--- config.mk ---
export PLATFORM = sky130hd
export DESIGN_NAME = rolling_hash_pattern_search
export DESIGN_NICKNAME = d
export VERILOG_FILES = /design/src/rhps_pkg.sv /design/src/rolling_hash_pattern_search.sv /design/src/rhps_front.sv /design/src/rhps_back.sv
export SDC_FILE = /design/constraint.sdc
export NUM_CORES = 2
export LEC_CHECK = 0
export ABC_AREA = 1
export BUFFER_PORTS_ARGS = -buffer_cell sky130_fd_sc_hd__buf_4
export CAP_MARGIN = 10
export CORE_MARGIN = 2
export CORE_UTILIZATION = 45
export CTS_CLUSTER_DIAMETER = 60
export CTS_CLUSTER_SIZE = 20
export DETAILED_ROUTE_END_ITERATION = 10
export PLACE_DENSITY_LB_ADDON = 0.08
export SETUP_SLACK_MARGIN = 0.3
export SLEW_MARGIN = 20
export SYNTH_ARGS = -nofsm -noshare
export SYNTH_HDL_FRONTEND = slang
export SYNTH_HIERARCHICAL = 1
export SYNTH_SLANG_ARGS = --single-unit
--- constraint.sdc ---
create_clock -name i_clk -period 9 [get_ports i_clk]
set_input_delay 0.9 -clock i_clk [delete_from_list [all_inputs] [get_ports i_clk]]
set_output_delay 0.9 -clock i_clk [all_outputs]
set_load 0.005 [all_outputs]
--- src/rhps_pkg.sv ---
package rhps_pkg;

    // field widths
    localparam int MODE_W = 2;
    localparam int BYTE_W = 8;
    localparam int POS_W  = 32;
    localparam int HASH_W = 32;

    localparam int MAX_PATTERN_DEF = 32;

    localparam logic [HASH_W-1:0] HASH_BASE = 32'd101;

    // input mode codes (tuser)
    localparam logic [MODE_W-1:0] MODE_APPEND = 2'd0;
    localparam logic [MODE_W-1:0] MODE_TEXT   = 2'd1;
    localparam logic [MODE_W-1:0] MODE_CLEAR  = 2'd2;
    localparam logic [MODE_W-1:0] MODE_UNUSED = 2'd3;

    // queued command kinds
    localparam logic [1:0] KIND_APPEND = 2'd0;
    localparam logic [1:0] KIND_TEXT   = 2'd1;
    localparam logic [1:0] KIND_CLEAR  = 2'd2;

    typedef struct packed {
        logic              valid;
        logic [1:0]        kind;
        logic [BYTE_W-1:0] data;
    } t_cmd;

    typedef struct packed {
        logic busy;   // back end working on an item
        logic load;   // result loaded into output register this cycle
    } t_back_stat;

endpackage

--- src/rolling_hash_pattern_search.sv ---
// Channel   Dir  Ports            Contents (low bit up)
// s_axis    in   tdata[7:0]       byte_value
//                tuser[1:0]       mode: 0 append pattern, 1 text, 2 clear, 3 ignored
// m_axis    out  tdata[31:0]      match_position
//
// Pattern append and clear are done by the back end in its idle state; an unused-mode item
// is accepted and dropped by the front end and never reaches the back end.
// A text byte does a window memory read of the outgoing byte, then the hash
// update with one 8x32 multiply against 101^m (only the window write while
// the pattern is empty).
// A hash hit adds a read and a compare state per pattern byte, then a result load.
// Reset is synchronous, active low; no clearing pass is needed.
// A two-item queue decouples the input side from the back end; the back end
// stalls only while a result waits in the full output register.
module rolling_hash_pattern_search #(
    parameter int MAX_PATTERN = rhps_pkg::MAX_PATTERN_DEF
) (
    input  logic                         i_clk,
    input  logic                         i_rst_n,
    input  logic                         s_axis_tvalid,
    output logic                         s_axis_tready,
    input  logic [rhps_pkg::BYTE_W-1:0]  s_axis_tdata,   // [7:0] byte_value
    input  logic [rhps_pkg::MODE_W-1:0]  s_axis_tuser,   // [1:0] mode
    output logic                         m_axis_tvalid,
    input  logic                         m_axis_tready,
    output logic [rhps_pkg::POS_W-1:0]   m_axis_tdata    // [31:0] match_position
);
    import rhps_pkg::*;

    t_cmd       cmd;
    logic       cmd_ready;
    t_back_stat stat;

    // front: accept, classify, queue
    rhps_front u_front (
        .i_clk         (i_clk),
        .i_rst_n       (i_rst_n),
        .s_axis_tvalid (s_axis_tvalid),
        .s_axis_tready (s_axis_tready),
        .s_axis_tdata  (s_axis_tdata),
        .s_axis_tuser  (s_axis_tuser),
        .o_cmd         (cmd),
        .i_cmd_ready   (cmd_ready)
    );

    // back: pattern load, rolling hash, verify, result register
    rhps_back #(
        .MAX_PATTERN (MAX_PATTERN)
    ) u_back (
        .i_clk       (i_clk),
        .i_rst_n     (i_rst_n),
        .i_cmd       (cmd),
        .o_cmd_ready (cmd_ready),
        .o_res_valid (m_axis_tvalid),
        .i_res_ready (m_axis_tready),
        .o_res_pos   (m_axis_tdata),
        .o_stat      (stat)
    );

    // a full queue always offers an item to the back end
    a_full_queue_offers: assert property (@(posedge i_clk) disable iff (!i_rst_n)
        !s_axis_tready |-> cmd.valid)
        else $error("queue full but no command offered");

    // a new result appears only after a verified load
    a_result_from_load: assert property (@(posedge i_clk) disable iff (!i_rst_n)
        $rose(m_axis_tvalid) |-> $past(stat.load))
        else $error("result appeared without a verified match");

    // a load always leaves a result pending
    a_load_sets_valid: assert property (@(posedge i_clk) disable iff (!i_rst_n)
        stat.load |=> m_axis_tvalid)
        else $error("result load lost");

    // back end takes no command while busy
    a_busy_no_pop: assert property (@(posedge i_clk) disable iff (!i_rst_n)
        stat.busy |-> !cmd_ready)
        else $error("command taken while back end busy");

endmodule

--- src/rhps_front.sv ---
module rhps_front (
    input  logic                          i_clk,
    input  logic                          i_rst_n,
    input  logic                          s_axis_tvalid,
    output logic                          s_axis_tready,
    input  logic [rhps_pkg::BYTE_W-1:0]   s_axis_tdata,
    input  logic [rhps_pkg::MODE_W-1:0]   s_axis_tuser,
    output rhps_pkg::t_cmd                o_cmd,
    input  logic                          i_cmd_ready
);
    import rhps_pkg::*;

    // two-entry command queue
    logic [1:0]        r_q_kind [2];
    logic [BYTE_W-1:0] r_q_data [2];
    logic              r_wr_ptr;
    logic              r_rd_ptr;
    logic [1:0]        r_cnt;
    logic              n_wr_ptr;
    logic              n_rd_ptr;
    logic [1:0]        n_cnt;

    logic       push;
    logic       pop;
    logic [1:0] kind;

    always_comb begin
        case (s_axis_tuser)
            MODE_APPEND: kind = KIND_APPEND;
            MODE_TEXT:   kind = KIND_TEXT;
            MODE_CLEAR:  kind = KIND_CLEAR;
            default:     kind = KIND_CLEAR;
        endcase
    end

    assign s_axis_tready = (r_cnt != 2'd2);
    // unused mode is taken and dropped here
    assign push = s_axis_tvalid && s_axis_tready && (s_axis_tuser != MODE_UNUSED);
    assign pop  = o_cmd.valid && i_cmd_ready;

    assign o_cmd.valid = (r_cnt != 2'd0);
    assign o_cmd.kind  = r_q_kind[r_rd_ptr];
    assign o_cmd.data  = r_q_data[r_rd_ptr];

    always_comb begin
        n_wr_ptr = push ? ~r_wr_ptr : r_wr_ptr;
        n_rd_ptr = pop ? ~r_rd_ptr : r_rd_ptr;
        n_cnt    = r_cnt;
        if (push && !pop) begin
            n_cnt = r_cnt + 2'd1;
        end else if (pop && !push) begin
            n_cnt = r_cnt - 2'd1;
        end
    end

    always_ff @(posedge i_clk) begin
        if (!i_rst_n) begin
            r_wr_ptr <= 1'b0;
            r_rd_ptr <= 1'b0;
            r_cnt    <= 2'd0;
        end else begin
            r_wr_ptr <= n_wr_ptr;
            r_rd_ptr <= n_rd_ptr;
            r_cnt    <= n_cnt;
        end
    end

    always_ff @(posedge i_clk) begin
        if (push) begin
            r_q_kind[r_wr_ptr] <= kind;
            r_q_data[r_wr_ptr] <= s_axis_tdata;
        end
    end

endmodule

--- src/rhps_back.sv ---
module rhps_back #(
    parameter int MAX_PATTERN = rhps_pkg::MAX_PATTERN_DEF
) (
    input  logic                         i_clk,
    input  logic                         i_rst_n,
    input  rhps_pkg::t_cmd               i_cmd,
    output logic                         o_cmd_ready,
    output logic                         o_res_valid,
    input  logic                         i_res_ready,
    output logic [rhps_pkg::POS_W-1:0]   o_res_pos,
    output rhps_pkg::t_back_stat         o_stat
);
    import rhps_pkg::*;

    localparam int LW = $clog2(MAX_PATTERN + 1);
    localparam int AW = (MAX_PATTERN > 1) ? $clog2(MAX_PATTERN) : 1;
    localparam logic [LW-1:0] DEPTH_L = LW'(MAX_PATTERN);
    localparam logic [AW-1:0] LAST_A  = AW'(MAX_PATTERN - 1);

    localparam logic [2:0] S_IDLE = 3'd0;
    localparam logic [2:0] S_HASH = 3'd1;
    localparam logic [2:0] S_RD   = 3'd2;
    localparam logic [2:0] S_CMP  = 3'd3;
    localparam logic [2:0] S_EMIT = 3'd4;

    // memories: pattern bytes and circular text window
    logic [BYTE_W-1:0] r_pat [MAX_PATTERN];
    logic [BYTE_W-1:0] r_buf [MAX_PATTERN];
    logic [BYTE_W-1:0] r_pdat;
    logic [BYTE_W-1:0] r_tdat;

    logic [2:0]        r_state,      n_state;
    logic [LW-1:0]     r_len,        n_len;
    logic [HASH_W-1:0] r_phash,      n_phash;
    logic [HASH_W-1:0] r_hp101,      n_hp101;   // 101^len
    logic [HASH_W-1:0] r_thash,      n_thash;
    logic [POS_W-1:0]  r_count,      n_count;
    logic [AW-1:0]     r_wp,         n_wp;
    logic [BYTE_W-1:0] r_byte,       n_byte;
    logic [AW-1:0]     r_leave_addr, n_leave_addr;
    logic              r_leave_ok,   n_leave_ok;
    logic [AW-1:0]     r_taddr,      n_taddr;
    logic [AW-1:0]     r_pidx,       n_pidx;
    logic              r_ov,         n_ov;
    logic [POS_W-1:0]  r_opos,       n_opos;

    logic              pat_we;
    logic              pat_re;
    logic              buf_we;
    logic              buf_re;
    logic [AW-1:0]     buf_raddr;
    logic              load;

    logic [LW-1:0]     wp_ext;
    logic [LW-1:0]     leave_full;
    logic [AW-1:0]     leave_addr;
    logic [AW-1:0]     wp_inc;
    logic [BYTE_W-1:0] leaving;
    logic [HASH_W-1:0] hash_next;
    logic              full;

    // oldest window entry sits len places behind the write pointer
    assign wp_ext     = LW'(r_wp);
    assign leave_full = (wp_ext >= r_len) ? (wp_ext - r_len) : (wp_ext + DEPTH_L - r_len);
    assign leave_addr = leave_full[AW-1:0];
    assign wp_inc     = (r_wp == LAST_A) ? '0 : r_wp + AW'(1);

    // (h - out*101^(m-1))*101 + b  ==  h*101 + b - out*101^m
    assign leaving   = r_leave_ok ? r_tdat : '0;
    assign hash_next = 32'(r_thash * HASH_BASE) + 32'(r_byte)
                     - 32'({24'd0, leaving} * r_hp101);
    assign full      = (r_count >= 32'(r_len));

    assign o_cmd_ready = (r_state == S_IDLE);
    assign o_res_valid = r_ov;
    assign o_res_pos   = r_opos;
    assign o_stat.busy = (r_state != S_IDLE);
    assign o_stat.load = load;

    always_comb begin
        n_state      = r_state;
        n_len        = r_len;
        n_phash      = r_phash;
        n_hp101      = r_hp101;
        n_thash      = r_thash;
        n_count      = r_count;
        n_wp         = r_wp;
        n_byte       = r_byte;
        n_leave_addr = r_leave_addr;
        n_leave_ok   = r_leave_ok;
        n_taddr      = r_taddr;
        n_pidx       = r_pidx;
        n_ov         = r_ov && !i_res_ready;
        n_opos       = r_opos;
        pat_we       = 1'b0;
        pat_re       = 1'b0;
        buf_we       = 1'b0;
        buf_re       = 1'b0;
        buf_raddr    = leave_addr;
        load         = 1'b0;

        case (r_state)
            S_IDLE: begin
                if (i_cmd.valid) begin
                    case (i_cmd.kind)
                        KIND_APPEND: begin
                            // full pattern: byte ignored, text kept
                            if (r_len < DEPTH_L) begin
                                pat_we  = 1'b1;
                                n_phash = 32'(r_phash * HASH_BASE) + 32'(i_cmd.data);
                                n_hp101 = (r_len == '0) ? HASH_BASE
                                                        : 32'(r_hp101 * HASH_BASE);
                                n_len   = r_len + LW'(1);
                                n_thash = '0;
                                n_count = '0;
                                n_wp    = '0;
                            end
                        end
                        KIND_TEXT: begin
                            buf_we       = 1'b1;
                            buf_re       = (r_len != '0);
                            n_byte       = i_cmd.data;
                            n_leave_ok   = (r_len != '0) && full;
                            n_leave_addr = leave_addr;
                            n_wp         = wp_inc;
                            n_count      = (r_count == '1) ? r_count : r_count + 32'd1;
                            if (r_len != '0) begin
                                n_state = S_HASH;
                            end
                        end
                        KIND_CLEAR: begin
                            n_len   = '0;
                            n_phash = '0;
                            n_hp101 = 32'd1;
                            n_thash = '0;
                            n_count = '0;
                            n_wp    = '0;
                        end
                        default: begin
                        end
                    endcase
                end
            end
            S_HASH: begin
                n_thash = hash_next;
                if (full && (hash_next == r_phash)) begin
                    n_taddr = (r_leave_addr == LAST_A) ? '0 : r_leave_addr + AW'(1);
                    n_pidx  = '0;
                    n_state = S_RD;
                end else begin
                    n_state = S_IDLE;
                end
            end
            S_RD: begin
                buf_re    = 1'b1;
                buf_raddr = r_taddr;
                pat_re    = 1'b1;
                n_state   = S_CMP;
            end
            S_CMP: begin
                if (r_tdat != r_pdat) begin
                    n_state = S_IDLE;
                end else if (LW'(r_pidx) == (r_len - LW'(1))) begin
                    n_state = S_EMIT;
                end else begin
                    n_pidx  = r_pidx + AW'(1);
                    n_taddr = (r_taddr == LAST_A) ? '0 : r_taddr + AW'(1);
                    n_state = S_RD;
                end
            end
            S_EMIT: begin
                if (!r_ov || i_res_ready) begin
                    load    = 1'b1;
                    n_ov    = 1'b1;
                    n_opos  = r_count - 32'(r_len);
                    n_state = S_IDLE;
                end
            end
            default: begin
                n_state = S_IDLE;
            end
        endcase
    end

    always_ff @(posedge i_clk) begin
        if (!i_rst_n) begin
            r_state <= S_IDLE;
            r_len   <= '0;
            r_phash <= '0;
            r_hp101 <= 32'd1;
            r_thash <= '0;
            r_count <= '0;
            r_wp    <= '0;
            r_ov    <= 1'b0;
        end else begin
            r_state <= n_state;
            r_len   <= n_len;
            r_phash <= n_phash;
            r_hp101 <= n_hp101;
            r_thash <= n_thash;
            r_count <= n_count;
            r_wp    <= n_wp;
            r_ov    <= n_ov;
        end
    end

    always_ff @(posedge i_clk) begin
        r_byte       <= n_byte;
        r_leave_addr <= n_leave_addr;
        r_leave_ok   <= n_leave_ok;
        r_taddr      <= n_taddr;
        r_pidx       <= n_pidx;
        r_opos       <= n_opos;
    end

    always_ff @(posedge i_clk) begin
        if (pat_we) begin
            r_pat[r_len[AW-1:0]] <= i_cmd.data;
        end
        if (pat_re) begin
            r_pdat <= r_pat[r_pidx];
        end
        if (buf_we) begin
            r_buf[r_wp] <= i_cmd.data;
        end
        if (buf_re) begin
            r_tdat <= r_buf[buf_raddr];
        end
    end

endmodule

==> impl_metrics.tcl <==
set metrics [dict create \
    diodes 0 \
    place_congestion 0.873 \
    r2r-start "u_back/r_leave_ok$_DFFE_PP_" \
    grt_setup_unrepaired "false" \
    hold_class "primary input to flop" \
    place_ws_ns 0.931 \
    grt_pass1_vias 35500 \
    status "completed" \
    syn_area_per_cell_um2 9.73 \
    fin_hold_ws_ns 0.406 \
    max_freq_mhz 123 \
    grt_max_degree 95 \
    finalWirelength_um 134000 \
    wl_per_cell_um 20.3 \
    syn_inst 5083 \
    fp-row-count 121 \
    htreeDepth 3 \
    stdcell_count 6569 \
    slew-limit-headroom 0.266 \
    final_antenna_net_count 0 \
    vias 35100 \
    cp.arrival_ns 8.49 \
    coreArea_mm2 0.109 \
    setup_tns_ns 0 \
    critical_path.endpoint_type "flop" \
    critical_path_class "flop to flop" \
    drtIter0Drc 2471 \
    post_cts_buffers 0 \
    grt_pass1_wl_um 208000 \
    area_growth_syn_to_layout_pct 9.37 \
    die_x_um 336 \
    cts-root-buf "clkbuf_16" \
    cts_sinks 751 \
    crit_family "adder cells" \
    antenna_found_initial 1 \
    drv_slew 0 \
    hold_depth 1 \
    worst_pin_slew_ns 1.10 \
    cpPeakStageDelay_ns 0.60 \
    fin_ws_ns 0.896 \
    start_util 0.454 \
    die_h_um 336 \
    cp-startpoint "u_back/r_leave_ok$_DFFE_PP_" \
    overflow 0 \
    vias_per_cell 5.34 \
    final_nets 5817 \
    dp.cells 6430 \
    critPathCapture "u_back/r_taddr[0]$_DFFE_PP_" \
    hold_buffers 0 \
    path_depth 30 \
    path_max_fanout 12 \
    track_usage 0.241 \
    r2r_end "u_back/r_taddr[0]$_DFFE_PP_" \
    clk_pin_slew_ns 0.08 \
    r2r_slack_ns 0.90 \
    post-dp-hpwl_um 96400 \
    numCtsBuffers 75 \
    finClkSkew_ns 0.0644 \
    max-cap-violations 0 \
    slowest_stage "fa_1" \
    cpMostUsedCell "nand2_1" \
    syn_area_mm2 0.0495 \
    reg2regPathDepth 30 \
    finalHoldViolations 0 \
    numPortBuffers 47 \
    crit_buf_inv 6 \
    critical_path.startpoint_type "flop" \
    cts_tree "yes" \
    firstDrtPassIters 5 \
    clock_path_buffers 3 \
    clk_latency_ns 0.68 \
    worstPathRequired_ns 9.38 \
    fin_crit_ns 8.10 \
    synth-warning-count 6 \
    cts_resized 0 \
    dieArea_mm2 0.113 \
    fin_crit_sh 0.900 \
    drive_gt1_frac 0.0623 \
    drc_errors 0 \
    io_pins 48 \
    setup_viol 0 \
]
==> worst min path at each step <==
| stage | to | startpoint | slack (ns) |
|---|---|---|---|
| final | u_front/r_q_data[0][1]$_DFFE_PP_ | s_axis_tdata[1] | 0.41 |
| after global routing | u_front/r_q_data[1][1]$_DFFE_PP_ | s_axis_tdata[1] | 0.37 |
| after CTS | u_front/r_q_data[0][1]$_DFFE_PP_ | s_axis_tdata[1] | 0.36 |
| after detailed placement | u_back/r_thash[30]$_SDFFE_PN0P_ | u_back/r_thash[30]$_SDFFE_PN0P_ | 0.47 |
| after global placement | u_back/r_count[0]$_SDFFE_PN0P_ | u_back/r_count[0]$_SDFFE_PN0P_ | 0.48 |
| after floorplan | u_back/r_thash[30]$_SDFFE_PN0P_ | u_back/r_thash[30]$_SDFFE_PN0P_ | 0.45 |
==> metal layers <==
metal,vias to the layer above,wire (um),GRT usage,part of all wire
met5,-,13,0,0.000097
met4,2,3550,0.0678,0.027
met3,186,5870,0.0316,0.044
met2,757,64800,0.410,0.49
met1,17300,59300,0.324,0.44
li1,16900,-,-,-
==> sequential cells by signal, summed over array words and instances, names as in the netlist, 8 cells and up, named ones only <==
signal and count:
u_front/r_q_data 16, u_back/o_res_pos 32, u_back/r_buf 256, u_back/r_count 32
u_back/r_tdat 8, u_back/r_thash 32, u_back/r_pdat 8, u_back/r_byte 8
u_back/r_phash 32, u_back/r_hp101 31, u_back/r_pat 256
==> final cells by class <==
type | count | area (um^2)
Fill cell | 10300 | 54900
Tap cell | 1414 | 1770
Multi-Input combinational cell | 3294 | 24500
Inverter | 879 | 3310
Clock inverter | 60 | 823
Sequential cell | 751 | 21100
Timing Repair Buffer | 92 | 691
Clock buffer | 79 | 1900
==> per-stage QoR <==
step                       util  instance area (um^2)
after floorplan               -                 49500
after global placement    0.471                 51400
after detailed placement  0.471                 51400
after CTS                 0.496                 54100
after global routing      0.496                 54100
final                     0.496                 54100
==> placed cells by master, fill, tap and decap left out, drive strengths merged, types with 33 or more instances in the layout <==
cell      n
ha      335
clkinv   47
buf      92
nor3     57
fa      375
a21boi   35
nand3   184
xnor2    33
nor2    685
dfxtp   147
o221ai   85
o21ai   366
nand2   605
o22ai    49
edfxtp  604
xor2     64
clkbuf   79
inv     882
nand4    46
a21oi   226
Power is not shown: default switching activity piles up to over one toggle a cycle in this logic, so the estimate is an artifact.
